[config.mk]
export PLATFORM = sky130hd
export DESIGN_NAME = offt_ram
export DESIGN_NICKNAME = d
export VERILOG_FILES = /design/src/rtl/offt_ram.sv
export SDC_FILE = /design/constraint.sdc
export NUM_CORES = 1
export LEC_CHECK = 0
export BUFFER_PORTS_ARGS = -buffer_cell sky130_fd_sc_hd__buf_2
export CAP_MARGIN = 20
export CELL_PAD_IN_SITES_DETAIL_PLACEMENT = 1
export CELL_PAD_IN_SITES_GLOBAL_PLACEMENT = 1
export CORE_MARGIN = 5
export CORE_UTILIZATION = 40
export DETAILED_ROUTE_END_ITERATION = 10
export GPL_TIMING_DRIVEN = 0
export PLACE_DENSITY_LB_ADDON = 0.1
export SYNTH_ARGS = -nofsm -noshare
export SYNTH_HDL_FRONTEND = slang
export SYNTH_SLANG_ARGS = --single-unit
[constraint.sdc]
create_clock -name clk -period 4.5 [get_ports clk]
set_clock_uncertainty 0.1 [all_clocks]
set_input_delay 0.45 -clock clk [delete_from_list [all_inputs] [get_ports clk]]
set_output_delay 0.45 -clock clk [all_outputs]
set_load 0.01 [all_outputs]
[src/rtl/offt_ram.sv]
// ----------------------------------------------------------------------------
// offt_ram
// Simple dual-port RAM: one write port, one read port with registered data.
// ----------------------------------------------------------------------------
module offt_ram #(
    parameter int WIDTH = 32,
    parameter int DEPTH = 16
) (
    input  logic                     clk,
    input  logic                     we,
    input  logic [$clog2(DEPTH)-1:0] waddr,
    input  logic [WIDTH-1:0]         wdata,
    input  logic [$clog2(DEPTH)-1:0] raddr,
    output logic [WIDTH-1:0]         rdata
);

    logic [WIDTH-1:0] mem [DEPTH];

    always_ff @(posedge clk)
    begin
        if (we)
        begin
            mem[waddr] <= wdata;
        end
        rdata <= mem[raddr];
    end

endmodule

; ---- Word-level counts from Yosys, hierarchy flattened
; Memories as Yosys holds them, arrays and structs flattened. A register that Yosys moved wholly into a read port is not among the register bits.
; Cells that the tools add are included.
[totals]
register_bits = 0
ram_bits = 512
input_bits = 42
output_inout_bits = 32
wordCells = 3
mem_count = 1
[op_classes]
n_mux = 2
[mem_list]
columns = memory, depth, word_bits, rd, rd_clocked_by_memory_dff, wr, line_no
row1 = mem, 16, 32, 1, 1, 1, 17  ; logic [WIDTH-1:0] mem [DEPTH];
[ops]
columns = operator, count
row1 = 2-to-1 mux 1 bit, 2

; ---- Depth between registers and ports, before layout
[depth]
ltp_word = 2
depth_mapped = 5

; ---- Worst setup path after synthesis
; OpenSTA, ideal clock, no wires.
[synth_path]
path_kind = input-to-reg
from = input port waddr[2]
to = memory mem[0][0], enable pin
setup_ns = 0.461
t_arrival_ns = 3.168
required_time_ns = 3.939
setup_slack_ns = 0.770
cell_stages = 2
n_path_buf = 0
cell_sequence = or3b_2 nor3_1
[synth_rtl]
columns = item, line_no
row1 = "start, declared", 11  ; input logic [$clog2(DEPTH)-1:0] waddr,
row2 = "end, declared", 17
; No word-level cell before the write port.

; ---- Worst setup path in the final report
[layout_path]
from = input port waddr[2]
to = memory mem[0][21], enable pin
; No word-level cell before the write port.

==> flow_metrics.env <==
export IMPL_status="finished, final reports clean"
export IMPL_finalHoldViolCount=0
export IMPL_num_io_pins=74
export IMPL_insertion_delay_ps=590
export IMPL_cts_sinks=544
export IMPL_min_path_cells=1
export IMPL_p_per_area_nw_per_um2=460.4
export IMPL_dr_wl_met2_um=22440
export IMPL_post_cts_setup_buffers=0
export IMPL_rsz0062_at_grt="no"
export IMPL_worst_slew_pin_slew_ps=1032
export IMPL_antenna_found_initial=2
export IMPL_die_h_um=232.8
export IMPL_cp_max_fo=9
export IMPL_r2r_setup_slack_ps=2970
export IMPL_hp_class="in2reg"
export IMPL_cts_max_level=2
export IMPL_cpMostUsedCell="buf_6"
export IMPL_holdWs_ps=135.5
export IMPL_synth_fp_nets=880
export IMPL_drc=0
export IMPL_hold_start="wdata[24]"
export IMPL_drive_above_1_share_pct=32.72
export IMPL_root_buffer="clkbuf_16"
export IMPL_required_ps=4690
export IMPL_ff2ff_path_depth=3
export IMPL_setup_viol=0
export IMPL_vias_per_cell=5.385
export IMPL_path_cells="buf_2 > or3b_2 > nor3_2 > buf_6 > buf_6 > buf_6"
export IMPL_grt_pass1_wl_um=69550
export IMPL_cap_violations=0
export IMPL_power_switching_uw=2227
export IMPL_track_usage_pct=17.74
export IMPL_postSynthCellCount=838
export IMPL_grt_overflow=0
export IMPL_ir_drop_uv=295.7
export IMPL_syn_area_per_cell_sq_um=23.69
export IMPL_final_util_pct=47.63
export IMPL_firstDrtPassIters=5
export IMPL_slew_headroom_pct=30.85
export IMPL_ys_seq_elements=544
export IMPL_area_delta_synth_final_pct=17.67
export IMPL_fin_nets=1037
export IMPL_max_stage_delay_ps=610
export IMPL_yosys_warnings=0
export IMPL_highest_layer="met5"
export IMPL_p_total_uw=10760
export IMPL_hold_end="mem[10][24]$_DFFE_PP_"
export IMPL_drt_iter0_drc=760
export IMPL_synth_cell_types=18
export IMPL_cts_resized=0
export IMPL_vias=9170
export IMPL_hold_buffers=0
export IMPL_dp_final_hpwl_um=28880
export IMPL_numPortBuffers=71
export IMPL_routedWlPerCell_um=27.67
export IMPL_critical_path_class="in2reg"
export IMPL_die_area_sq_um=54190
export IMPL_multi_input_area_sq_um=3726
export IMPL_worst_setup_path_start_kind="input port"
export IMPL_core_area_sq_um=49050
export IMPL_pwr_share_comb_pct=5.1
export IMPL_clockBufferDepth=3
export IMPL_slew_viol_final=0
export IMPL_globalplace_congestion=0.6712
export IMPL_final_cell_mix="edfxtp_1, mux4_2, buf_2"
export IMPL_grt_pass1_vias=9970
export IMPL_die_x_um=232.8
export IMPL_pwr_share_seq_pct=52.9
export IMPL_p_leak_uw=0.007495
export IMPL_endpoint_kind="flip-flop"
export IMPL_start_util_pct=40.48
export IMPL_clk_pin_slew_worst_paths_ps=60
export IMPL_r2r_end="rdata[19]$_DFF_P_"
export IMPL_yosysSeqAreaShare_pct=80.67
export IMPL_fin_crit_ps=2136
export IMPL_fin_setup_tns_ps=0
export IMPL_fmax_ghz=0.4681
export IMPL_mostFrequentLayoutCell="edfxtp_1"
export IMPL_num_antenna_cells=0
export IMPL_power_internal_uw=8528
export IMPL_crit_path_top_delay_cell="or3b_2"
export IMPL_wl_met1_um=21930
export IMPL_worstPathArrival_ps=2330
export IMPL_fin_crit_sh_pct=47.48
export IMPL_grt_max_degree=22
export IMPL_syn_area_sq_um=19850
export IMPL_clkPwrFrac_pct=42.0
export IMPL_cts_buffers=56
export IMPL_reg2reg_from="mem[11][19]$_DFFE_PP_"
export IMPL_cts_tree="yes"
export IMPL_p_sw_share_pct=20.71
export IMPL_fill_cells=4462
export IMPL_seqCellArea_sq_um=16020
export IMPL_ant_nets=0
export IMPL_dr_wl_met3_um=1926
export IMPL_wl_um=47120
export IMPL_rows=81
-- cells in the mapped netlist (all sizes together) --
master	number	share of area, %
edfxtp	512	77
mux4	128	15
a22oi	64	2.4
nand2	33	0.62
dfxtp	32	3.2
buf	26	0.80
clkbuf	17	0.32
nor2	13	0.25
nor3	4	0.10
nand2b	2	0.063
nand3b	2	0.076
nor2b	2	0.063
and2	1	0.032
nand3	1	0.025
or3b	1	0.044
-- kinds of logic (layout without fill, tap and decap cells) --
kind of cell	after synthesis	after routing	synth area share (%)
AOI/OAI and AO/OA	64	64	2.420
muxes	128	128	14.52
DFF	544	544	80.67
and+or+nand+nor	59	59	1.273
buffers and inverters	43	244	1.122
-- worst max-delay path by stage --
| stage | start | end | depth (start not counted) |
|---|---|---|---|
| 2_1_floorplan | waddr[2] | mem[0][0]$_DFFE_PP_ | 2 |
| 4_1_cts | waddr[2] | mem[8][20]$_DFFE_PP_ | 5 |
| 3_5_place_dp | waddr[2] | mem[0][22]$_DFFE_PP_ | 6 |
| 3_3_place_gp | waddr[2] | mem[0][22]$_DFFE_PP_ | 3 |
| 6_report | waddr[2] | mem[0][21]$_DFFE_PP_ | 6 |
| 5_1_grt | waddr[2] | mem[8][20]$_DFFE_PP_ | 5 |
-- area by class of cell --
| cell class | count | share of cell area [%] |
|---|---|---|
| multi-input cells | 251 | 15.95 |
| clock inverters | 25 | 0.9105 |
| well taps | 664 | 3.556 |
| plain buffers | 43 | 0.9533 |
| repair buffers | 99 | 3.353 |
| flip-flops and latches | 544 | 68.55 |
| clock buffers | 77 | 6.727 |
-- worst max-delay path, delay by kind of cell --
kind,cells,cell delay (ps)
AND/OR/NAND/NOR,2,1120
buffers and inverters,4,740
-- flip-flops by register name, summed over array words and instances, names as in the netlist --
signal  flops
mem       512
rdata      32
-- power by group through the flow --
stage               logic, uW  registers [uW]  clock network, uW
floorplan                 272            5810                  0
global placement          532            5800                  0
detailed placement        559            5800                  0
CTS                       560            5690               4640
global route              591            5700               4860
finish                    545            5690               4520
-- through the flow --
| step | std cells | area [sq um] | setup WS, ps |
|---|---|---|---|
| 2_1_floorplan | 838 | 19850 | 770.4 |
| 3_3_place_gp | 1573 | 21040 | -2345 |
| 3_5_place_dp | 1601 | 21580 | 1748 |
| 4_1_cts | 1703 | 23360 | 2350 |
| 5_1_grt | 1703 | 23360 | 2316 |
| 6_report | 1703 | 23360 | 2364 |
-- layer usage --
| layer | GRT usage (%) | vias to the layer above |
|---|---|---|
| met5 | 0 | - |
| met3 | 2.721 | 59 |
| met2 | 28.07 | 179 |
| li1 | - | 3895 |
| met1 | 26.12 | 5035 |
| met4 | 4.597 | 2 |
Power figures use the tool's default switching activity.
