$ cat src/rtl/offt_pkg.sv
// ----------------------------------------------------------------------------
// offt_pkg
// Shared types, codes and sizes of the OBJ face fan triangulator.
// ----------------------------------------------------------------------------
package offt_pkg;

    localparam int POS_DEPTH  = 4096;
    localparam int NORM_DEPTH = 4096;
    localparam int POS_AW     = $clog2(POS_DEPTH);
    localparam int NORM_AW    = $clog2(NORM_DEPTH);
    localparam int POS_CW     = $clog2(POS_DEPTH + 1);
    localparam int NORM_CW    = $clog2(NORM_DEPTH + 1);
    localparam int MAX_AW     = (POS_AW > NORM_AW) ? POS_AW : NORM_AW;
    localparam int RAW_W      = 14;
    localparam int RES_W      = ((MAX_AW > RAW_W) ? MAX_AW : RAW_W) + 2;

    localparam int COORD_W    = 32;
    localparam int VEC_W      = 3 * COORD_W;

    localparam int QDEPTH     = 4;
    localparam int QAW        = $clog2(QDEPTH);

    localparam int DIV_STEPS  = 18;
    localparam int SQRT_STEPS = 32;

    localparam logic [1:0] CMD_ADD_POS  = 2'd0;
    localparam logic [1:0] CMD_ADD_NORM = 2'd1;
    localparam logic [1:0] CMD_FACE     = 2'd2;

    localparam logic [2:0] ST_OK       = 3'd0;
    localparam logic [2:0] ST_BAD_POS  = 3'd1;
    localparam logic [2:0] ST_BAD_NORM = 3'd2;
    localparam logic [2:0] ST_SHORT    = 3'd3;
    localparam logic [2:0] ST_FULL     = 3'd4;

    // one queued word: a triangle, an error status and/or a short-face status
    typedef struct packed {
        logic                          tri_valid;
        logic [2:0][POS_AW-1:0]        pidx;
        logic [2:0][NORM_AW-1:0]       nidx;
        logic                          stored;
        logic [2:0]                    err;
        logic                          short_face;
    } op_t;

    typedef struct packed {
        logic             ok;
        logic [RES_W-1:0] idx;
    } res_t;

    // resolve a raw OBJ index against a store size
    function automatic res_t resolve(input logic signed [RAW_W-1:0] raw,
                                     input logic [RES_W-1:0] size);
        logic signed [RES_W-1:0] r;
        logic signed [RES_W-1:0] s;
        logic signed [RES_W-1:0] idx;
        res_t                    o;
        r = RES_W'(raw);
        s = $signed(size);
        idx = (raw < 0) ? (s + r) : (r - RES_W'(1));
        o.ok  = (idx >= 0) && (idx < s);
        o.idx = idx;
        return o;
    endfunction

endpackage

$ cat src/rtl/offt_queue.sv
// ----------------------------------------------------------------------------
// offt_queue
// Short FIFO of work words between the front and back parts.
// ----------------------------------------------------------------------------
module offt_queue (
    input  logic          clk,
    input  logic          rst_n,
    input  logic          push,
    input  offt_pkg::op_t push_data,
    output logic          full,
    input  logic          pop,
    output logic          empty,
    output offt_pkg::op_t head
);

    offt_pkg::op_t                entry_reg [offt_pkg::QDEPTH];
    logic [offt_pkg::QAW-1:0]     wp_reg;
    logic [offt_pkg::QAW-1:0]     rp_reg;
    logic [offt_pkg::QAW:0]       cnt_reg;

    assign full  = (cnt_reg == (offt_pkg::QAW+1)'(offt_pkg::QDEPTH));
    assign empty = (cnt_reg == '0);
    assign head  = entry_reg[rp_reg];

    always_ff @(posedge clk)
    begin
        if (push)
        begin
            entry_reg[wp_reg] <= push_data;
        end
    end

    always_ff @(posedge clk or negedge rst_n)
    begin
        if (!rst_n)
        begin
            wp_reg  <= '0;
            rp_reg  <= '0;
            cnt_reg <= '0;
        end
        else
        begin
            if (push)
            begin
                wp_reg <= wp_reg + 1'b1;
            end
            if (pop)
            begin
                rp_reg <= rp_reg + 1'b1;
            end
            if (push && !pop)
            begin
                cnt_reg <= cnt_reg + 1'b1;
            end
            else if (pop && !push)
            begin
                cnt_reg <= cnt_reg - 1'b1;
            end
        end
    end

endmodule

$ cat config.mk
export PLATFORM = sky130hd
export DESIGN_NAME = offt_queue
export DESIGN_NICKNAME = d
export VERILOG_FILES = /design/src/rtl/offt_pkg.sv /design/src/rtl/offt_queue.sv
export SDC_FILE = /design/constraint.sdc
export NUM_CORES = 1
export LEC_CHECK = 0
export BUFFER_PORTS_ARGS = -buffer_cell sky130_fd_sc_hd__buf_4
export CAP_MARGIN = 0
export CELL_PAD_IN_SITES_DETAIL_PLACEMENT = 1
export CELL_PAD_IN_SITES_GLOBAL_PLACEMENT = 2
export CORE_MARGIN = 2
export CORE_UTILIZATION = 45
export DETAILED_ROUTE_END_ITERATION = 7
export PLACE_DENSITY_LB_ADDON = 0.1
export SYNTH_ARGS = -nofsm -noshare
export SYNTH_HDL_FRONTEND = slang
export SYNTH_SLANG_ARGS = --single-unit
$ cat constraint.sdc
create_clock -name clk -period 3.3 [get_ports clk]
set_input_delay 0.33 -clock clk [delete_from_list [all_inputs] [get_ports clk]]
set_output_delay 0.33 -clock clk [all_outputs]
set_load 0.05 [all_outputs]
== Word level (Yosys, flattened, before mapping) ==
Memories as Yosys holds them, arrays and structs flattened.
Index checks and enable logic that the tools add are counted.
Widths: inputs -> output; s select.

* Memories kept: 1
* Register bits after elaboration: 7
* RAM bits: 312
* Input bits: 82

* Reductions and logical operators: 6
* Muxes and demuxes: 4
* Add/subtract/negate cells: 4
* Equal/unequal tests: 1

{| class="wikitable"
|+ Memory list
! memory !! words !! bits a word !! rd ports !! clocked after memory_dff !! write ports !! line !! text
|-
| entry_reg || 4 || 78 || 1 || 0 || 1 || offt_queue.sv:16 || <nowiki>offt_pkg::op_t entry_reg [offt_pkg::QDEPTH];</nowiki>
|}

{| class="wikitable"
|+ Operators by type and width
! cell !! number
|-
| $mux 3 || 2
|-
| $add 2x1->2 const B || 2
|-
| $add 3x1->3 const B || 1
|-
| $eq 3x3->1 const B || 1
|-
| $logic_not 3->1 || 1
|-
| $sub 3x1->3 const B || 1
|-
| $logic_and 1x1->1 || 2
|-
| $logic_not 1->1 || 2
|-
| $mux 1 || 2
|-
| $reduce_bool 2->1 || 1
|}

== Longest topological paths before layout ==
Gate-level depths: netlist of run 1.

* Word-level depth: 4
* Depth in mapped cells: 7
* Mapped depth without buffers: 7

== Worst setup path before layout of run 1 ==
Ideal clock, no wire load.

* Path type: reg-to-reg
* From: register wp_reg[0] in the netlist's numbering
* To: memory entry_reg[2][0] in the netlist's numbering (enable)
* Slack: 421 ps
* Clock period less this slack: 2879 ps
* Arrival time: 2434 ps
* Required time: 2855 ps
* Stages on the path, launching flop included: 4
* Cells stage by stage: dfrtp_1 inv_1 ha_1 and2_1

{| class="wikitable"
|+ RTL lines
! element !! line !! text
|-
| from (decl) || offt_queue.sv:17 || <nowiki>logic [offt_pkg::QAW-1:0] wp_reg;</nowiki>
|-
| from (signal assigned) || offt_queue.sv:45 || <nowiki>wp_reg <= wp_reg + 1'b1;</nowiki>
|-
| to (decl) || offt_queue.sv:16 ||
|}

No word-level cell before the write port.

==> results.json, run 1 <==
{
  "tightest_slew_ps": 555,
  "fmax_ghz": 0.378,
  "powerDensity_nw_per_um2": 1050,
  "end_kind": "output pin",
  "synth_top_area_share_pct": 79.8,
  "gp_congestion": 0.694,
  "synth.distinct_cells": 19,
  "path_cells": "buf_12 > mux4_2 > buf_4",
  "portBuffers": 161,
  "yosys_warnings": 0,
  "place_inst": 928,
  "cp_slowest_cell": "dfrtp_4",
  "largest_register_ffs": 312,
  "grt_overflow": 0,
  "syn_to_final_growth_pct": 22.9,
  "skew_ps": 17.2,
  "grt_max_degree": 59,
  "drv_cap": 0,
  "gr-usage-all-layers_pct": 16.6,
  "critPathBufInv": 2,
  "yosysMostFrequentCell": "edfxtp_1",
  "drt_first_pass_iters": 5,
  "drt_iter0_markers": 316,
  "io_pins": 162,
  "syn-cell-area_um2": 11700,
  "avgViaCountPerCell": 5.26,
  "setup_tns_ps": 0,
  "cts_made_buffers": 34,
  "drive_gt1_share_pct": 45.7,
  "start_kind": "flip-flop",
  "fin_crit_sh_pct": 80.1,
  "worst-setup-path-type": "reg -> out",
  "dpl-instance-area_um2": 13300,
  "drt_wl_total_um": 22100,
  "slowest_delay_ps": 620,
  "hold_viol": 0,
  "crit_family": "flip-flops",
  "avgSynthCellArea_um2": 26.5,
  "synth-edff-count": 312,
  "drc": 0,
  "yosys.area.top_type": "edfxtp_1",
  "path_clk_slew_ps": 60,
  "synthTopCellsByArea": "edfxtp_1 80%, mux4_2 15%, dfrtp_1 1.5%",
  "antenna_cells_inserted": 0,
  "ys_ff_latch": 319,
  "setup_viol": 0,
  "slew_violations": 0,
  "clock_path_buffers": 3,
  "htree_levels": 2,
  "fp.dieH_um": 165,
  "cts_tree": "done",
  "postRouteAntennaNets": 0,
  "num_rows": 59,
  "grt_setup_unrepaired": "no",
  "ys_seq_area_share_pct": 81.3,
  "core-area_um2": 25800,
  "hold_path.class": "in -> reg",
  "grt_pass1_wl_um": 33600,
  "syn_nets": 530,
  "synth_common_cells": "312 x edfxtp_1, 78 x mux4_2, 8 x buf_12, 8 x buf_2, 7 x dfrtp_1",
  "post-route-min-period_ps": 2640,
  "synth_cells": 442,
  "cts_setup_buffers": 0,
  "nets": 719,
  "die_x_um": 165,
  "wl_per_cell_um": 22.3,
  "antenna_found_initial": 0,
  "grt_pass1_vias": 5774,
  "cp_max_fo": 39,
  "numClockSinks": 319,
  "worstPathRequired_ps": 2970,
  "initial_core_util_pct": 45.4,
  "outcome": "finished clean",
  "ys.flop_type": "edfxtp_1",
  "num_vias": 5199,
  "leakage_nw": 4.95,
  "cts-root-buf": "clkbuf_16",
  "final_cell_count_no_fill": 989,
  "hpwl_um": 12900,
  "clock_latency_ps": 500,
  "ir_worst_vdd_v": 0.000720,
  "async_flop_share_pct": 2.19,
  "arrival_ps": 2310,
  "final_cell_area_um2": 14400,
  "slew_headroom_pct": 63.0,
  "dieArea_um2": 27400
}
==> layout by cell type (no fill, tap or decap) <==
master         synthesis  layout
fa_1                   1       1
buf_4                  1     162
dfrtp_4                0       2
bufinv_16              0       3
mux2_2                 1       1
and2_4                 0       4
xnor2_1                2       2
xor2_1                 4       4
nand2_1                2       2
mux4_2                78      78
nor3b_1                1       1
nor2_1                 1       1
ha_1                   5       5
buf_12                 8       7
inv_1                  4       4
edfxtp_1             312     312
nor3_1                 1       1
clkbuf_16              0      37
o21ai_0                1       1
dfrtp_1                7       5
clkinv_2               0       5
clkinv_1               0       9
clkbuf_1               0       5
dlygate4sd3_1          0       2
==> final timing paths <==
check	from	to	slack, ps	cells past startpoint
max	rp_reg[0]	head[12]	660	3
max in group asynchronous	rst_n	rp_reg[0]	2980	2
min reg2reg	cnt_reg[2]	cnt_reg[2]	510	1
max reg2reg	wp_reg[0]	entry_reg[2][41]	1370	4
min in group asynchronous	rst_n	rp_reg[1]	180	2
min	push_data[58]	entry_reg[2][58]	20	1
==> logic make-up after synthesis <==
| group | after synthesis | share of synthesized area (%) |
|---|---|---|
| AO/OA/AOI/OAI | 1 | 0.0426 |
| XOR/XNOR | 6 | 0.448 |
| flip-flops | 319 | 81.3 |
| buffers and inverters | 22 | 1.99 |
| AND/OR/NAND/NOR | 9 | 0.416 |
| multiplexers | 79 | 15.1 |
| adder cells (fa/ha/maj) | 6 | 0.704 |
==> where the power goes <==
part	switching (W)	internal [W]
clock network	0.00145	0.00225
logic	0.00378	0.00203
registers	0.000300	0.00531
total	0.00553	0.00959
==> layer usage <==
layer  vias to the layer above  share of wire (%)  wire [um]  GRT usage, %
met5                         -                  0          0             0
met3                        46                6.1       1360          4.05
met2                       143                 51      11200          27.6
met4                         0                2.8        623          5.92
met1                      2733                 40       8880          21.4
li1                       2277                  -          -             -
==> final cells by class <==
class / instances / area, um^2
Clock buffer: 42 / 945
Clock inverter: 17 / 149
Fill cell: 2208 / 11400
Inverter: 4 / 15.0
Multi-Input combinational cell: 101 / 1970
Sequential cell: 319 / 9550
Tap cell: 335 / 419
Timing Repair Buffer: 171 / 1380
==> through the flow <==
stage	util (%)	setup WS, ps	power [W]	hold WS, ps
3_3_place_gp	51.5	1140	0.0116	148
5_1_grt	55.8	533	0.0158	11.6
3_5_place_dp	51.5	1140	0.0116	153
2_1_floorplan	-	421	0.0101	34.4
4_1_cts	55.8	592	0.0154	2.06
6_report	55.8	658	0.0151	23.6
==> worst reg2reg max path: cells and delay by family (launching register included) <==
family / cells / cell delay [ps]
AND/OR/NAND/NOR: 1 / 490
flip-flops: 1 / 420
adder cells (fa/ha/maj): 1 / 160
buffers and inverters: 2 / 500
==> timing repair <==
item	CTS	global route
setup endpoints to repair	0	0
hold buffers	2	0
resized for setup	0	0
hold endpoints to repair	8	0
Power figures use the tool's default switching activity.
==> run 2, diff against run 1 <==
Clock period 3.3 ns to 2.7 ns, I/O delays scaled along.
==> run 2 against run 1 <==
First-iteration DRC count rose by 6.3%. Die area did not move. Clock skew fell by 4.3 ps. Clock power rose by 17%. Hold slack improved by 0.85 ps. Global-route usage rose by 0.82 points. Sequential power rose by 22%. Critical endpoint is now head[38].
==> results.json, run 2 (same netlist as run 1, synthesis figures left out) <==
{
  "drt_wl_total_um": 23200,
  "multi_input_area_um2": 1970,
  "leakage_nw": 5.28,
  "path_clk_slew_ps": 50,
  "tightest_slew_ps": 515,
  "ir_worst_vdd_v": 0.000892,
  "clock_latency_ps": 500,
  "fp.dieH_um": 165,
  "portBuffers": 161,
  "slew_headroom_pct": 65.7,
  "drive_gt1_share_pct": 40.8,
  "arrival_ps": 2230,
  "setup_tns_ps": 0,
  "num_vias": 5537,
  "hold_path.class": "in -> reg",
  "io_pins": 162,
  "final_common_cell": "edfxtp_1",
  "gp_congestion": 0.667,
  "avgViaCountPerCell": 5.16,
  "die_x_um": 165,
  "hold_viol": 0,
  "fin_crit_sh_pct": 92.5,
  "ff_latch_area_um2": 9550,
  "drc": 0,
  "grt_overflow": 0,
  "largest_register_ffs": 312,
  "dieArea_um2": 27400,
  "fillCellCount": 2193,
  "ff2ff_path_depth": 4,
  "grt_pass1_wl_um": 35400,
  "hpwl_um": 13600,
  "holdPathStages": 2,
  "gr-usage-all-layers_pct": 17.4,
  "num_rows": 59,
  "antenna_cells_inserted": 0,
  "worstPathRequired_ps": 2430,
  "drt_first_pass_iters": 4,
  "skew_ps": 12.9,
  "cts_made_buffers": 35,
  "numClockSinks": 319,
  "antenna_found_initial": 0,
  "post-route-min-period_ps": 2500,
  "layout_common_cells": "312 x edfxtp_1, 167 x buf_4, 80 x dlygate4sd3_1, 78 x mux4_2, 37 x clkbuf_16",
  "cts_tree": "done",
  "fmax_ghz": 0.401,
  "cts_setup_buffers": 0,
  "regToRegSetupSlack_ps": 890,
  "end_kind": "output pin",
  "reg2reg_from": "wp_reg[1]",
  "core-area_um2": 25800,
  "wl_per_cell_um": 21.6,
  "cts-root-buf": "clkbuf_16",
  "worst-setup-path-type": "reg -> out",
  "grt_pass1_vias": 6305,
  "final_cell_count_no_fill": 1073,
  "drv_cap": 0,
  "crit_end": "head[38]",
  "worst_r2r_endpoint": "entry_reg[1][60]",
  "setup_viol": 0,
  "outcome": "finished clean",
  "nets": 804,
  "postRouteAntennaNets": 0,
  "critPathLaunch": "rp_reg[0]",
  "drt_iter0_markers": 336,
  "clock_path_buffers": 3,
  "grt_max_degree": 39,
  "initial_core_util_pct": 45.4,
  "grt_setup_unrepaired": "no",
  "syn_to_final_growth_pct": 29.6,
  "htree_levels": 2,
  "start_kind": "flip-flop",
  "place_inst": 934,
  "powerDensity_nw_per_um2": 1220,
  "slew_violations": 0,
  "cp_max_fo": 38
}
run 2: changes by cell type in the layout (fill, tap and decap cells not counted), moves of 2 or more:
| cell | previous run | this run |
|---|---|---|
| buf_4 | 162 | 167 |
| clkinv_2 | 5 | 2 |
| dlygate4sd3_1 | 2 | 80 |
| bufinv_16 | 3 | 1 |
| clkinv_1 | 9 | 6 |
| clkbuf_1 | 5 | 12 |
run 2: layout make-up:
| class | instances | area share (%) |
|---|---|---|
| Sequential cell | 319 | 62.8 |
| Timing Repair Buffer | 255 | 14.6 |
| Multi-Input combinational cell | 101 | 12.9 |
| Clock buffer | 49 | 6.38 |
| Tap cell | 335 | 2.76 |
| Clock inverter | 10 | 0.469 |
| Inverter | 4 | 0.0987 |
run 2: per-stage QoR:
step	setup slack, ps	instance area [um^2]	total power [W]	util (%)	hold slack, ps
2_1_floorplan	675	11700	0.0123	-	-25.6
3_3_place_gp	692	13400	0.0142	51.7	89.7
3_5_place_dp	684	13400	0.0143	51.7	95.7
4_1_cts	148	15200	0.0188	58.9	8.22
5_1_grt	84.7	15200	0.0193	58.9	12.7
6_report	203	15200	0.0185	58.9	24.4
run 2: report_power, final:
part	internal (W)	switching, W	total, W
Combinational	0.00261	0.00469	0.00730
Clock	0.00259	0.00175	0.00434
Sequential	0.00648	0.000373	0.00685
Total	0.0117	0.00682	0.0185
run 2: how the worst min path moves through the flow:
stage                            end  start
final                      wp_reg[0]   push
after global routing       wp_reg[0]   push
after CTS                  wp_reg[0]   push
after detailed placement   rp_reg[1]  rst_n
after global placement     rp_reg[0]  rst_n
after floorplan           cnt_reg[0]  rst_n
run 2: worst max-delay path, stage by stage, from the launching register on:
cell and delay (ps):
dfrtp_4 570, buf_12 330, mux4_2 580, buf_4 210
run 2: repair_timing:
item / CTS / global route
hold buffers: 80 / 0
hold endpoints to repair: 320 / 0
gates resized for setup: 0 / 0
run 2: routing by layer:
layer	part of all wire [%]	track usage, %	vias to the layer above
met3	5.6	4.50	37
li1	-	-	2443
met5	0	0	-
met4	2.0	4.94	0
met1	39	21.6	2914
met2	53	30.4	143
