[config.mk]
export PLATFORM = sky130hd
export DESIGN_NAME = offt_front_flat
export DESIGN_NICKNAME = d
export VERILOG_FILES = /design/src/rtl/offt_pkg.sv /design/src/rtl/offt_if.sv /design/src/rtl/offt_front.sv /design/src/flat_wrapper.sv
export SDC_FILE = /design/constraint.sdc
export NUM_CORES = 1
export LEC_CHECK = 0
export ABC_AREA = 0
export BUFFER_PORTS_ARGS = -buffer_cell sky130_fd_sc_hd__buf_2
export CAP_MARGIN = 15
export CORE_AREA = 2 2 167 169
export CTS_CLUSTER_SIZE = 25
export DETAILED_ROUTE_END_ITERATION = 8
export DIE_AREA = 0 0 169 171
export PLACE_DENSITY = 0.62
export SYNTH_ARGS = -nofsm -noshare
export SYNTH_HDL_FRONTEND = slang
export SYNTH_SLANG_ARGS = --single-unit
[constraint.sdc]
create_clock -name clk -period 5.7 [get_ports clk]
set_clock_uncertainty 0.2 [all_clocks]
set_input_delay 0.285 -clock clk [delete_from_list [all_inputs] [get_ports clk]]
set_output_delay 0.285 -clock clk [all_outputs]
set_load 0.01 [all_outputs]
[src/rtl/offt_pkg.sv]
// ----------------------------------------------------------------------------
// offt_pkg
// Shared types, codes and sizes of the OBJ face fan triangulator.
// ----------------------------------------------------------------------------
package offt_pkg;

    localparam int POS_DEPTH  = 4096;
    localparam int NORM_DEPTH = 4096;
    localparam int POS_AW     = $clog2(POS_DEPTH);
    localparam int NORM_AW    = $clog2(NORM_DEPTH);
    localparam int POS_CW     = $clog2(POS_DEPTH + 1);
    localparam int NORM_CW    = $clog2(NORM_DEPTH + 1);
    localparam int MAX_AW     = (POS_AW > NORM_AW) ? POS_AW : NORM_AW;
    localparam int RAW_W      = 14;
    localparam int RES_W      = ((MAX_AW > RAW_W) ? MAX_AW : RAW_W) + 2;

    localparam int COORD_W    = 32;
    localparam int VEC_W      = 3 * COORD_W;

    localparam int QDEPTH     = 4;
    localparam int QAW        = $clog2(QDEPTH);

    localparam int DIV_STEPS  = 18;
    localparam int SQRT_STEPS = 32;

    localparam logic [1:0] CMD_ADD_POS  = 2'd0;
    localparam logic [1:0] CMD_ADD_NORM = 2'd1;
    localparam logic [1:0] CMD_FACE     = 2'd2;

    localparam logic [2:0] ST_OK       = 3'd0;
    localparam logic [2:0] ST_BAD_POS  = 3'd1;
    localparam logic [2:0] ST_BAD_NORM = 3'd2;
    localparam logic [2:0] ST_SHORT    = 3'd3;
    localparam logic [2:0] ST_FULL     = 3'd4;

    // one queued word: a triangle, an error status and/or a short-face status
    typedef struct packed {
        logic                          tri_valid;
        logic [2:0][POS_AW-1:0]        pidx;
        logic [2:0][NORM_AW-1:0]       nidx;
        logic                          stored;
        logic [2:0]                    err;
        logic                          short_face;
    } op_t;

    typedef struct packed {
        logic             ok;
        logic [RES_W-1:0] idx;
    } res_t;

    // resolve a raw OBJ index against a store size
    function automatic res_t resolve(input logic signed [RAW_W-1:0] raw,
                                     input logic [RES_W-1:0] size);
        logic signed [RES_W-1:0] r;
        logic signed [RES_W-1:0] s;
        logic signed [RES_W-1:0] idx;
        res_t                    o;
        r = RES_W'(raw);
        s = $signed(size);
        idx = (raw < 0) ? (s + r) : (r - RES_W'(1));
        o.ok  = (idx >= 0) && (idx < s);
        o.idx = idx;
        return o;
    endfunction

endpackage

[src/rtl/offt_if.sv]
// ----------------------------------------------------------------------------
// offt_in_if / offt_out_if
// Valid/ready channels for mesh items and corner results.
// ----------------------------------------------------------------------------
interface offt_in_if;
    logic                valid;
    logic                ready;
    logic [1:0]          cmd;
    logic signed [31:0]  coord_x;
    logic signed [31:0]  coord_y;
    logic signed [31:0]  coord_z;
    logic signed [13:0]  pos_index;
    logic                has_normal;
    logic signed [13:0]  norm_index;
    logic                end_of_face;

    modport source (output valid, cmd, coord_x, coord_y, coord_z, pos_index,
                    has_normal, norm_index, end_of_face, input ready);
    modport sink   (input valid, cmd, coord_x, coord_y, coord_z, pos_index,
                    has_normal, norm_index, end_of_face, output ready);
endinterface


[src/rtl/offt_front.sv]
// ----------------------------------------------------------------------------
// offt_front
// Accepts mesh items, writes the stores, resolves face indices and queues work.
// ----------------------------------------------------------------------------
module offt_front (
    input  logic                           clk,
    input  logic                           rst_n,
    offt_in_if.sink                        in,
    output offt_pkg::op_t                  q_data,
    output logic                           q_push,
    input  logic                           q_full,
    output logic                           pos_we,
    output logic [offt_pkg::POS_AW-1:0]    pos_waddr,
    output logic [offt_pkg::VEC_W-1:0]     pos_wdata,
    output logic                           norm_we,
    output logic [offt_pkg::NORM_AW-1:0]   norm_waddr,
    output logic [offt_pkg::VEC_W-1:0]     norm_wdata
);

    logic [offt_pkg::POS_CW-1:0]  pcount_reg, pcount_next;
    logic [offt_pkg::NORM_CW-1:0] ncount_reg, ncount_next;
    logic [offt_pkg::POS_AW-1:0]  first_pos_reg, first_pos_next;
    logic [offt_pkg::POS_AW-1:0]  prev_pos_reg, prev_pos_next;
    logic [offt_pkg::NORM_AW-1:0] first_norm_reg, first_norm_next;
    logic [offt_pkg::NORM_AW-1:0] prev_norm_reg, prev_norm_next;
    logic                         first_nv_reg, first_nv_next;
    logic                         prev_nv_reg, prev_nv_next;
    logic [1:0]                   fvc_reg, fvc_next;
    logic                         dead_reg, dead_next;

    logic                         acc;
    offt_pkg::res_t               pres;
    offt_pkg::res_t               nres;
    logic [offt_pkg::POS_AW-1:0]  np;
    logic [offt_pkg::NORM_AW-1:0] nn;

    assign in.ready  = !q_full;
    assign acc       = in.valid && in.ready;
    assign pos_waddr  = pcount_reg[offt_pkg::POS_AW-1:0];
    assign norm_waddr = ncount_reg[offt_pkg::NORM_AW-1:0];
    assign pos_wdata  = {in.coord_x, in.coord_y, in.coord_z};
    assign norm_wdata = {in.coord_x, in.coord_y, in.coord_z};

    assign pres = offt_pkg::resolve(in.pos_index, offt_pkg::RES_W'(pcount_reg));
    assign nres = offt_pkg::resolve(in.norm_index, offt_pkg::RES_W'(ncount_reg));
    assign np   = pres.idx[offt_pkg::POS_AW-1:0];
    assign nn   = in.has_normal ? nres.idx[offt_pkg::NORM_AW-1:0] : '0;

    always_comb
    begin
        pcount_next     = pcount_reg;
        ncount_next     = ncount_reg;
        first_pos_next  = first_pos_reg;
        prev_pos_next   = prev_pos_reg;
        first_norm_next = first_norm_reg;
        prev_norm_next  = prev_norm_reg;
        first_nv_next   = first_nv_reg;
        prev_nv_next    = prev_nv_reg;
        fvc_next        = fvc_reg;
        dead_next       = dead_reg;
        pos_we          = 1'b0;
        norm_we         = 1'b0;
        q_data          = '0;
        q_data.pidx     = {np, prev_pos_reg, first_pos_reg};
        q_data.nidx     = {nn, prev_norm_reg, first_norm_reg};
        q_data.stored   = first_nv_reg && prev_nv_reg && in.has_normal;

        if (acc)
        begin
            case (in.cmd)
                offt_pkg::CMD_ADD_POS:
                begin
                    if (pcount_reg >= offt_pkg::POS_CW'(offt_pkg::POS_DEPTH))
                    begin
                        q_data.err = offt_pkg::ST_FULL;
                    end
                    else
                    begin
                        pos_we      = 1'b1;
                        pcount_next = pcount_reg + 1'b1;
                    end
                end
                offt_pkg::CMD_ADD_NORM:
                begin
                    if (ncount_reg >= offt_pkg::NORM_CW'(offt_pkg::NORM_DEPTH))
                    begin
                        q_data.err = offt_pkg::ST_FULL;
                    end
                    else
                    begin
                        norm_we     = 1'b1;
                        ncount_next = ncount_reg + 1'b1;
                    end
                end
                offt_pkg::CMD_FACE:
                begin
                    if (!dead_reg)
                    begin
                        if (!pres.ok)
                        begin
                            q_data.err = offt_pkg::ST_BAD_POS;
                            dead_next  = 1'b1;
                        end
                        else if (in.has_normal && !nres.ok)
                        begin
                            q_data.err = offt_pkg::ST_BAD_NORM;
                            dead_next  = 1'b1;
                        end
                        else
                        begin
                            if (fvc_reg == 2'd0)
                            begin
                                first_pos_next  = np;
                                first_norm_next = nn;
                                first_nv_next   = in.has_normal;
                            end
                            else if (fvc_reg >= 2'd2)
                            begin
                                q_data.tri_valid = 1'b1;
                            end
                            prev_pos_next  = np;
                            prev_norm_next = nn;
                            prev_nv_next   = in.has_normal;
                            if (fvc_reg != 2'd3)
                            begin
                                fvc_next = fvc_reg + 2'd1;
                            end
                        end
                    end
                    if (in.end_of_face)
                    begin
                        q_data.short_face = (fvc_next != 2'd3);
                        fvc_next        = 2'd0;
                        dead_next       = 1'b0;
                        first_pos_next  = '0;
                        prev_pos_next   = '0;
                        first_norm_next = '0;
                        prev_norm_next  = '0;
                        first_nv_next   = 1'b0;
                        prev_nv_next    = 1'b0;
                    end
                end
                default:
                begin
                end
            endcase
        end
        q_push = acc && (q_data.tri_valid || (q_data.err != offt_pkg::ST_OK)
                         || q_data.short_face);
    end

    always_ff @(posedge clk or negedge rst_n)
    begin
        if (!rst_n)
        begin
            pcount_reg     <= '0;
            ncount_reg     <= '0;
            first_pos_reg  <= '0;
            prev_pos_reg   <= '0;
            first_norm_reg <= '0;
            prev_norm_reg  <= '0;
            first_nv_reg   <= 1'b0;
            prev_nv_reg    <= 1'b0;
            fvc_reg        <= '0;
            dead_reg       <= 1'b0;
        end
        else
        begin
            pcount_reg     <= pcount_next;
            ncount_reg     <= ncount_next;
            first_pos_reg  <= first_pos_next;
            prev_pos_reg   <= prev_pos_next;
            first_norm_reg <= first_norm_next;
            prev_norm_reg  <= prev_norm_next;
            first_nv_reg   <= first_nv_next;
            prev_nv_reg    <= prev_nv_next;
            fvc_reg        <= fvc_next;
            dead_reg       <= dead_next;
        end
    end

endmodule

[src/flat_wrapper.sv]
// flat-port wrapper written by rule: the top's interface ports become plain ports
module offt_front_flat 
  (clk, rst_n, q_data, q_push, q_full, pos_we, pos_waddr, pos_wdata, norm_we, norm_waddr, norm_wdata, in_valid, in_cmd, in_coord_x, in_coord_y, in_coord_z, in_pos_index, in_has_normal, in_norm_index, in_end_of_face, in_ready);
  offt_in_if in_i ();
  input  logic clk;
  input  logic rst_n;
  output offt_pkg::op_t q_data;
  output logic q_push;
  input  logic q_full;
  output logic pos_we;
  output logic [offt_pkg::POS_AW-1:0] pos_waddr;
  output logic [offt_pkg::VEC_W-1:0] pos_wdata;
  output logic norm_we;
  output logic [offt_pkg::NORM_AW-1:0] norm_waddr;
  output logic [offt_pkg::VEC_W-1:0] norm_wdata;
  input wire logic [$bits(in_i.valid)-1:0] in_valid;
  input wire logic [$bits(in_i.cmd)-1:0] in_cmd;
  input wire logic [$bits(in_i.coord_x)-1:0] in_coord_x;
  input wire logic [$bits(in_i.coord_y)-1:0] in_coord_y;
  input wire logic [$bits(in_i.coord_z)-1:0] in_coord_z;
  input wire logic [$bits(in_i.pos_index)-1:0] in_pos_index;
  input wire logic [$bits(in_i.has_normal)-1:0] in_has_normal;
  input wire logic [$bits(in_i.norm_index)-1:0] in_norm_index;
  input wire logic [$bits(in_i.end_of_face)-1:0] in_end_of_face;
  output wire logic [$bits(in_i.ready)-1:0] in_ready;
  assign in_i.valid = in_valid;
  assign in_i.cmd = in_cmd;
  assign in_i.coord_x = in_coord_x;
  assign in_i.coord_y = in_coord_y;
  assign in_i.coord_z = in_coord_z;
  assign in_i.pos_index = in_pos_index;
  assign in_i.has_normal = in_has_normal;
  assign in_i.norm_index = in_norm_index;
  assign in_i.end_of_face = in_end_of_face;
  assign in_ready = in_i.ready;
  offt_front u_core (.clk(clk), .rst_n(rst_n), .in(in_i), .q_data(q_data), .q_push(q_push), .q_full(q_full), .pos_we(pos_we), .pos_waddr(pos_waddr), .pos_wdata(pos_wdata), .norm_we(norm_we), .norm_waddr(norm_waddr), .norm_wdata(norm_wdata));
endmodule
== Word-level counts from Yosys, hierarchy flattened ==
Index checks and enable logic that the tools add are counted.
Storage, ports and cells
  flip-flop bits (word level): 79
  input port bits: 132
  output and inout bits: 298
  logic and storage cells: 118
Operators by class
  add/sub/neg operators: 7
  $lt $le $gt $ge: 9
  equal/unequal tests: 6
  mux-type cells: 63
  bitwise gates (word level): 2
  reduce and logical (&&, ||, !) cells: 21
Operators with widths (number)
  $mux 12: 19
  $ge 16x1->1 const B: 2
  $lt 16x14->1: 2
  $mux 16: 2
  $add 14x14->15: 2
  $sub 14x2->15 const B: 2
  $lt 14x1->1 const B: 2
  $mux 1: 28
  $add 13x1->13 const B: 2
  $ge 13x13->1 const B: 2
  $mux 2: 8
  $mux 3: 4
  $pmux 3 s3: 1
  $ne 2x2->1 const B: 4
  $logic_and 1x1->1: 7
  $reduce_and 3->1: 2
  $reduce_and 6->1: 1
  $reduce_and 5->1: 1
  $logic_not 2->1: 2
  $mux 4: 1
  $reduce_bool 2->1: 2
  $reduce_bool 3->1: 1
  $add 2x1->2 const B: 1
  $eq 2x1->1 const B: 1
  6 further kinds: 9

== Longest topological paths before layout ==
Gate-level depths: netlist of run 1.
  depth after elaboration: 19
  mapped depth: 22
  gate-level depth less buffers: 20

== Worst setup path after synthesis of run 1 ==
OpenSTA, ideal clock, no wires.
  path type: input to register
  start point: in in_pos_index[13]
  end point: reg u_core.first_pos_reg[10] (netlist name)
  setup time: 0.124 ns
  arrival: 4.199 ns
  data required time: 5.376 ns
  slack: 1.177 ns
  stages on the path: 19
  path buffers: 1
  cells stage by stage: clkbuf_1 > nand2_1 > ha_1 > nor2b_1 > o31ai_1 > a21oi_1 > o21ai_1 > nand2b_1 > a2111oi_0 > nor3_1 > xor2_1 > ha_1 > and3_1 > o2111ai_1 > a31oi_1 > a2111oi_4 > nand4_4 > and3_1 > a211o_1
Between the ends
  word-level cells in the longest chain between the ends: 7
  elaborated cells between the ends (all ways): 14
  those cells by class: add/sub (2); order compare (3); mux (6); reduce/logical (3)
Ends and longest elaborated chain
  from (decl): RTL line flat_wrapper.sv:21  | input wire logic [$bits(in_i.pos_index)-1:0] in_pos_index;
  $lt 14x1->1: RTL line offt_pkg.sv:60  | idx = (raw < 0) ? (s + r) : (r - RES_W'(1));
  $mux 16 (*): RTL line offt_pkg.sv:60
  branches (longest 5 deep; another with $ge 16x1->1)
  to (signal assigned): RTL line offt_front.sv:171  | first_pos_reg <= first_pos_next;
  to (decl): RTL line offt_front.sv:22  | logic [offt_pkg::POS_AW-1:0] first_pos_reg, first_pos_next;
Mark *: on every way between the ends. The select of a mux whose other input is x is not followed.
A chain may end at the register's enable or synchronous reset.

== Worst setup path in the final report of run 1 ==
  start point: reg u_core.ncount_reg[3] (netlist name)
  end point: out q_push
Between the ends
  word-level cells in the longest chain between the ends: 17
  elaborated cells between the ends (all ways): 31
  those cells by class: add/sub (1); order compare (3); eq/ne (1); mux (19); reduce/logical (7)
Ends and longest elaborated chain
  from (decl): RTL line offt_front.sv:21  | logic [offt_pkg::NORM_CW-1:0] ncount_reg, ncount_next;
  from (signal assigned): RTL line offt_front.sv:170  | ncount_reg <= ncount_next;
  $add 14x14->15: RTL line offt_pkg.sv:60
  $mux 16: RTL line offt_pkg.sv:60
  $ge 16x1->1 or $lt 16x14->1 (tied branches): RTL line offt_pkg.sv:61  | o.ok = (idx >= 0) && (idx < s);
  $logic_and 1x1->1: RTL line offt_pkg.sv:61
  $logic_not 1->1: RTL line offt_front.sv:104  | else if (in.has_normal && !nres.ok)
  $logic_and 1x1->1: RTL line offt_front.sv:104
  $mux 2: RTL line offt_front.sv:104
  $mux 2: RTL line offt_front.sv:99  | if (!pres.ok)
  $mux 2: RTL line offt_front.sv:97  | if (!dead_reg)
  $mux 2: RTL line offt_front.sv:70  | case (in.cmd)
  $mux 2: RTL line offt_front.sv:68  | if (acc)
  $ne 2x2->1: RTL line offt_front.sv:132  | q_data.short_face = (fvc_next != 2'd3);
  $mux 1: RTL line offt_front.sv:130  | if (in.end_of_face)
  $mux 1: RTL line offt_front.sv:70
  $mux 4: RTL line offt_front.sv:68
  $logic_or 1x1->1 (*): RTL line offt_front.sv:149  | || q_data.short_face);
  $logic_and 1x1->1 (*): RTL line offt_front.sv:148  | q_push = acc && (q_data.tri_valid || (q_data.err != offt_pkg::ST_OK)
  to (decl): RTL line flat_wrapper.sv:8  | output logic q_push;
Every way passes the cells marked *; elsewhere a longest branch is shown, timed or not. The select of a mux whose other input is x is not followed.

==> results of run 1 <==
-- cell usage after synthesis (4+ instances only) --
library cell,instances
clkbuf_1,10
o21ai_0,32
buf_6,6
nor3_1,11
nand3_1,57
nand4_1,8
buf_2,4
o21a_1,8
a2111oi_0,4
buf_4,218
and3_1,7
nor2b_1,7
nor2_1,27
o21ai_1,29
nand2_1,77
mux2i_1,6
xor2_1,6
a21o_1,13
a21oi_1,24
nor3b_1,4
xnor2_1,34
a211oi_1,5
nand2b_1,7
and2_1,14
a211o_1,4
ha_1,52
dfrtp_1,79
inv_1,37
-- per-layer routing --
layer,global-route usage (%),up-vias,wire [microns]
met3,4.00,65,1350
met4,4.79,0,569
met1,15.9,2380,8260
met5,0,-,0
li1,-,2447,-
met2,22.5,210,9550
-- area by class of cell --
| class | instances | area, sq um |
|---|---|---|
| fill | 3006 | 20500 |
| multi-input combinational | 475 | 3180 |
| sequential | 79 | 1980 |
| timing repair buffer | 149 | 791 |
| tap | 346 | 433 |
| clock buffer | 10 | 229 |
| inverter | 37 | 139 |
| clock inverter | 6 | 93.8 |
| antenna | 3 | 7.51 |
-- worst min-delay path by stage --
stage | end | depth (start not counted)
floorplan | u_core.dead_reg | 0
global placement | u_core.prev_pos_reg[6] | 2
detailed placement | u_core.first_nv_reg | 2
CTS | u_core.dead_reg | 4
global route | u_core.prev_norm_reg[11] | 2
finish | u_core.prev_pos_reg[6] | 2
-- what timing repair did --
item | in CTS | in global routing
hold buffers | 1 | 0
setup endpoints to repair | 0 | 3
gates resized for setup | 0 | 3
hold endpoints to repair | 59 | 0
-- power breakdown --
part | switching (mW) | internal [mW]
Combinational | 0.226 | 0.149
Sequential | 0.0218 | 0.588
Clock | 0.246 | 0.388
-- worst max-delay path: cells and delay by family, from the launching register on --
family	cells	cell delay, ps
and+or+nand+nor	5	930
adders and majority gates	2	590
xor gates and xnor gates	1	140
buffers and inverters	3	480
DFF	1	430
AOI/OAI and AO/OA	8	1840
-- kinds of logic after synthesis --
kind of cell	count (synthesis)
buf+inv	277
simple gates	234
compound gates	141
flops	79
fa+ha+maj	54
xor+xnor	40
mux	6
==> flow_summary.json, run 1 <==
{
  "status": "finished clean",
  "whs_ps": 147,
  "via_per_inst": 4.62,
  "endpoint_kind": "primary output",
  "final_common_cell": "buf_2",
  "remaining_drc_errors": 0,
  "r2r_start": "u_core.pcount_reg[0]",
  "synth_xor_area_share_pct": 4.96,
  "dp.cells": 1084,
  "synth_top_family_by_area": "buffers and inverters",
  "grt_use_total_pct": 13.3,
  "cp.arrival_ps": 4760,
  "critical_path_class": "reg -> out",
  "yosysUniqueCellTypes": 56,
  "finalSetupViolCount": 0,
  "max_freq_mhz": 191,
  "drive_gt1_share_pct": 22.5,
  "ys_top_cells_by_area": "dfrtp_1, buf_4, ha_1",
  "ir_worst_vdd_mv": 0.144,
  "ys_warn_count": 0,
  "max_stage_delay_ps": 430,
  "cts_buffers": 9,
  "drtIter0Drc": 348,
  "core_area_sq_um": 27300,
  "layout_setup_ws_ps": 454,
  "slew_headroom_pct": 36.7,
  "syn-num-nets": 1017,
  "ioPinCount": 430,
  "place_ws_ps": 411,
  "worst_slew_pin_slew_ps": 942,
  "fin_crit_sh_pct": 92.0,
  "io_buffer_count": 141,
  "clk_pin_slew_worst_paths_ps": 60,
  "timing.rr.end": "u_core.first_pos_reg[2]",
  "dp_hpwl_mm": 16.0,
  "syn_area_per_cell_sq_um": 8.49,
  "synthFlopType": "dfrtp_1",
  "grt_pass1_vias": 4849,
  "cp-endpoint": "q_push",
  "power_mw": 1.62,
  "cts_setup_buffers": 0,
  "htreeDepth": 3,
  "critical_path.max_fanout": 6,
  "leakagePower_nw": 3.26,
  "synth-simple-area-share_pct": 16.5,
  "fin_setup_tns_ps": 0,
  "crit_slowest_cell": "dfrtp_1",
  "finalMaxSlewViolations": 0,
  "grt_max_degree": 80,
  "tritoncts": "yes",
  "period_needed_ps": 5250,
  "final_cell_mix": "buf_2, dfrtp_1, nand2_1",
  "die_h_microns": 171,
  "r2r_slack_ps": 520,
  "reg2regPathDepth": 20,
  "worstHoldPathType": "in -> async",
  "crit_path_start_kind": "flip-flop",
  "synth_mux_area_share_pct": 0.851,
  "gr-total-overflow": 0,
  "yosys.area_share.adder_pct": 9.79,
  "rsz0062_at_grt": "false",
  "synth_top_area_cell": "dfrtp_1",
  "clock_sinks": 79,
  "design.die.area_sq_um": 28900,
  "antenna_found_initial": 3,
  "grt_pass1_wl_mm": 29.0,
  "seq_area_frac_synth_pct": 28.0,
  "finalWeightedCongestion": 0.819,
  "place_area_sq_um": 6470,
  "crit_required_ps": 5220,
  "synthCells": 831,
  "vias": 5102,
  "synth_compound_area_share_pct": 12.8,
  "syn-cell-area_sq_um": 7060,
  "cts_buffer_depth": 2,
  "drv_cap": 0,
  "drtAntennaViolNets": 0,
  "stdcell_count": 1105,
  "ys_seq_elements": 79,
  "wl_per_cell_microns": 17.8,
  "initial_core_util_pct": 25.8,
  "firstDrtPassIters": 5,
  "path_cells": "inv_1 -> nand2_1 -> ha_1 -> and3_1 -> a221oi_2 -> buf_4 -> a211oi_1 -> or3_1 -> a21oi_1 -> xnor2_1 -> ha_1 -> a2111oi_1 -> nand3_1 -> o221ai_1 -> o211a_4 -> nand3_1 -> o31ai_1 -> o21ai_0 -> buf_2",
  "synth_top_area_share_pct": 28.0,
  "clk_latency_ps": 340,
  "ys_async_sr_fraction_pct": 100,
  "routed_wl_mm": 19.7,
  "nets": 937,
  "syn_to_final_growth_pct": -2.94,
  "timing.critical_path.from": "u_core.ncount_reg[3]",
  "die_x_microns": 169,
  "rows": 61,
  "finalHoldViolCount": 0,
  "p_per_area_nw_per_um2": 236,
  "post-route-util_pct": 25.1,
  "cts_root_buf": "clkbuf_16",
  "synth_edf_count": 0,
  "stdcell_area_sq_um": 6850
}
Note: power is estimated with default switching activity, not from simulation.
==> run 2, diff against run 1 <==
--- a/config.mk
+++ b/config.mk
@@ -12,6 +12,7 @@
 export CTS_CLUSTER_SIZE = 25
 export DETAILED_ROUTE_END_ITERATION = 8
 export DIE_AREA = 0 0 169 171
+export GPL_TIMING_DRIVEN = 0
 export PLACE_DENSITY = 0.62
 export SYNTH_ARGS = -nofsm -noshare
 export SYNTH_HDL_FRONTEND = slang
==> run 2 against run 1 <==
  * Global-route usage rose by 1.4 points
  * Setup slack lost 100 ps
  * Core utilization up 9.9 points
  * Clock-buffer cell count did not move
  * Worst hold slack got worse by 49 ps
  * Clock power fell by 0.8%
  * Routed wire length up 14%
  * Critical endpoint unchanged
  * Largest cell class is now non-clock buffers
==> flow_summary.json, run 2 (synthesis results as in run 1) <==
{
  "via_per_inst": 4.36,
  "initial_core_util_pct": 25.8,
  "critical_path_class": "reg -> out",
  "cts_buffer_depth": 2,
  "nets": 1364,
  "clk_pin_slew_worst_paths_ps": 70,
  "grt_pass1_wl_mm": 32.8,
  "clock_sinks": 79,
  "slew_headroom_pct": 25.6,
  "critical_path.max_fanout": 6,
  "whs_ps": 97.9,
  "worst_slew_pin_slew_ps": 1110,
  "fin_crit_sh_pct": 93.8,
  "vias": 6678,
  "finalWeightedCongestion": 0.879,
  "place_area_sq_um": 9190,
  "cts_root_buf": "clkbuf_16",
  "stdcell_area_sq_um": 9550,
  "finalHoldViolCount": 0,
  "die_x_microns": 169,
  "crit_required_ps": 5220,
  "antenna_found_initial": 3,
  "drtAntennaViolNets": 0,
  "timing.rr.end": "u_core.first_pos_reg[0]",
  "endpoint_kind": "primary output",
  "drive_gt1_share_pct": 49.9,
  "ioPinCount": 430,
  "hold_start": "in_has_normal",
  "final_cell_mix": "buf_2, buf_4, dfrtp_1",
  "io_buffer_count": 333,
  "finalSetupViolCount": 0,
  "r2r_slack_ps": 770,
  "dp_hpwl_mm": 19.0,
  "core_area_sq_um": 27300,
  "reg2regPathDepth": 21,
  "grt_use_total_pct": 14.7,
  "post-route-util_pct": 35.0,
  "routed_wl_mm": 22.5,
  "worstHoldPathType": "in -> reg",
  "rsz0062_at_grt": "false",
  "drv_cap": 0,
  "htreeDepth": 3,
  "drtIter0Drc": 342,
  "gr-total-overflow": 0,
  "rows": 61,
  "finalMaxSlewViolations": 0,
  "die_h_microns": 171,
  "cts_buffers": 9,
  "cp.arrival_ps": 4860,
  "wl_per_cell_microns": 14.7,
  "grt_max_degree": 63,
  "period_needed_ps": 5350,
  "ir_worst_vdd_mv": 0.132,
  "fin_setup_tns_ps": 0,
  "min_path_cells": 3,
  "max_freq_mhz": 187,
  "tritoncts": "yes",
  "r2r_start": "u_core.pcount_reg[0]",
  "firstDrtPassIters": 5,
  "grt_pass1_vias": 6072,
  "hold-path-endpoint": "u_core.prev_nv_reg",
  "leakagePower_nw": 5.10,
  "crit_path_start_kind": "flip-flop",
  "final_common_cell": "buf_2",
  "p_per_area_nw_per_um2": 191,
  "remaining_drc_errors": 0,
  "design.die.area_sq_um": 28900,
  "status": "finished clean",
  "clk_latency_ps": 360,
  "syn_to_final_growth_pct": 35.4
}
[run 2: cell type report]
class,count,area [sq um]
Clock inverter,6,75.1
Timing Repair Buffer,336,1710
Sequential cell,79,1980
Buffer,240,1770
Clock buffer,10,239
Fill cell,2889,17800
Antenna cell,3,7.51
Inverter,37,139
Tap cell,346,433
Multi-Input combinational cell,475,3200
[run 2: power breakdown]
part	internal [mW]	leakage, nW	switching [mW]	total, mW
Combinational	0.280	3.96	0.304	0.584
Sequential	0.588	0.979	0.0213	0.609
Clock	0.359	0.152	0.270	0.629
[run 2: through the flow]
step	total power [mW]	cells	setup WS, ps
after floorplan	0.989	831	1180
after global placement	1.19	1510	157
after global routing	1.93	1530	2.74
after detailed placement	1.20	1511	101
after CTS	1.84	1528	23.5
final	1.82	1532	352
[run 2: per-layer routing]
metal	vias to the layer above	wire, microns	track usage [%]
li1	3310	-	-
met1	3089	9130	17.8
met2	263	11700	26.3
met3	16	1460	3.59
met4	0	258	3.08
met5	-	0	0
[run 2: repair_timing]
action | 4_1_cts | 5_1_grt
hold endpoints to repair | 79 | 0
endpoints found under the setup margin | 0 | 13
hold buffers | 1 | 0
gates resized for setup | 0 | 7
buffers inserted | 0 | 1
[run 2: worst max path at each step]
stage	to	start	slack, ps	cells past startpoint
detailed placement	q_push	in_pos_index[13]	100	21
floorplan	u_core.first_pos_reg[10]	in_pos_index[13]	1180	19
CTS	q_push	in_pos_index[13]	20	21
global route	q_push	u_core.pcount_reg[0]	3	21
finish	q_push	u_core.ncount_reg[3]	350	18
global placement	q_push	in_pos_index[13]	160	21
[run 2: worst max-delay path: stages (launching register included)]
cell and delay (ps):
dfrtp_1 420, inv_1 160, nand2_1 80, ha_1 360
and3_1 220, a221oi_4 370, a211oi_1 170, or3_1 380
a21oi_1 190, xnor2_1 140, ha_1 230, a2111oi_0 370
nand3_1 120, o221ai_1 230, o211a_4 280, nand3_1 140
o31ai_1 270, o21ai_0 180, buf_2 180
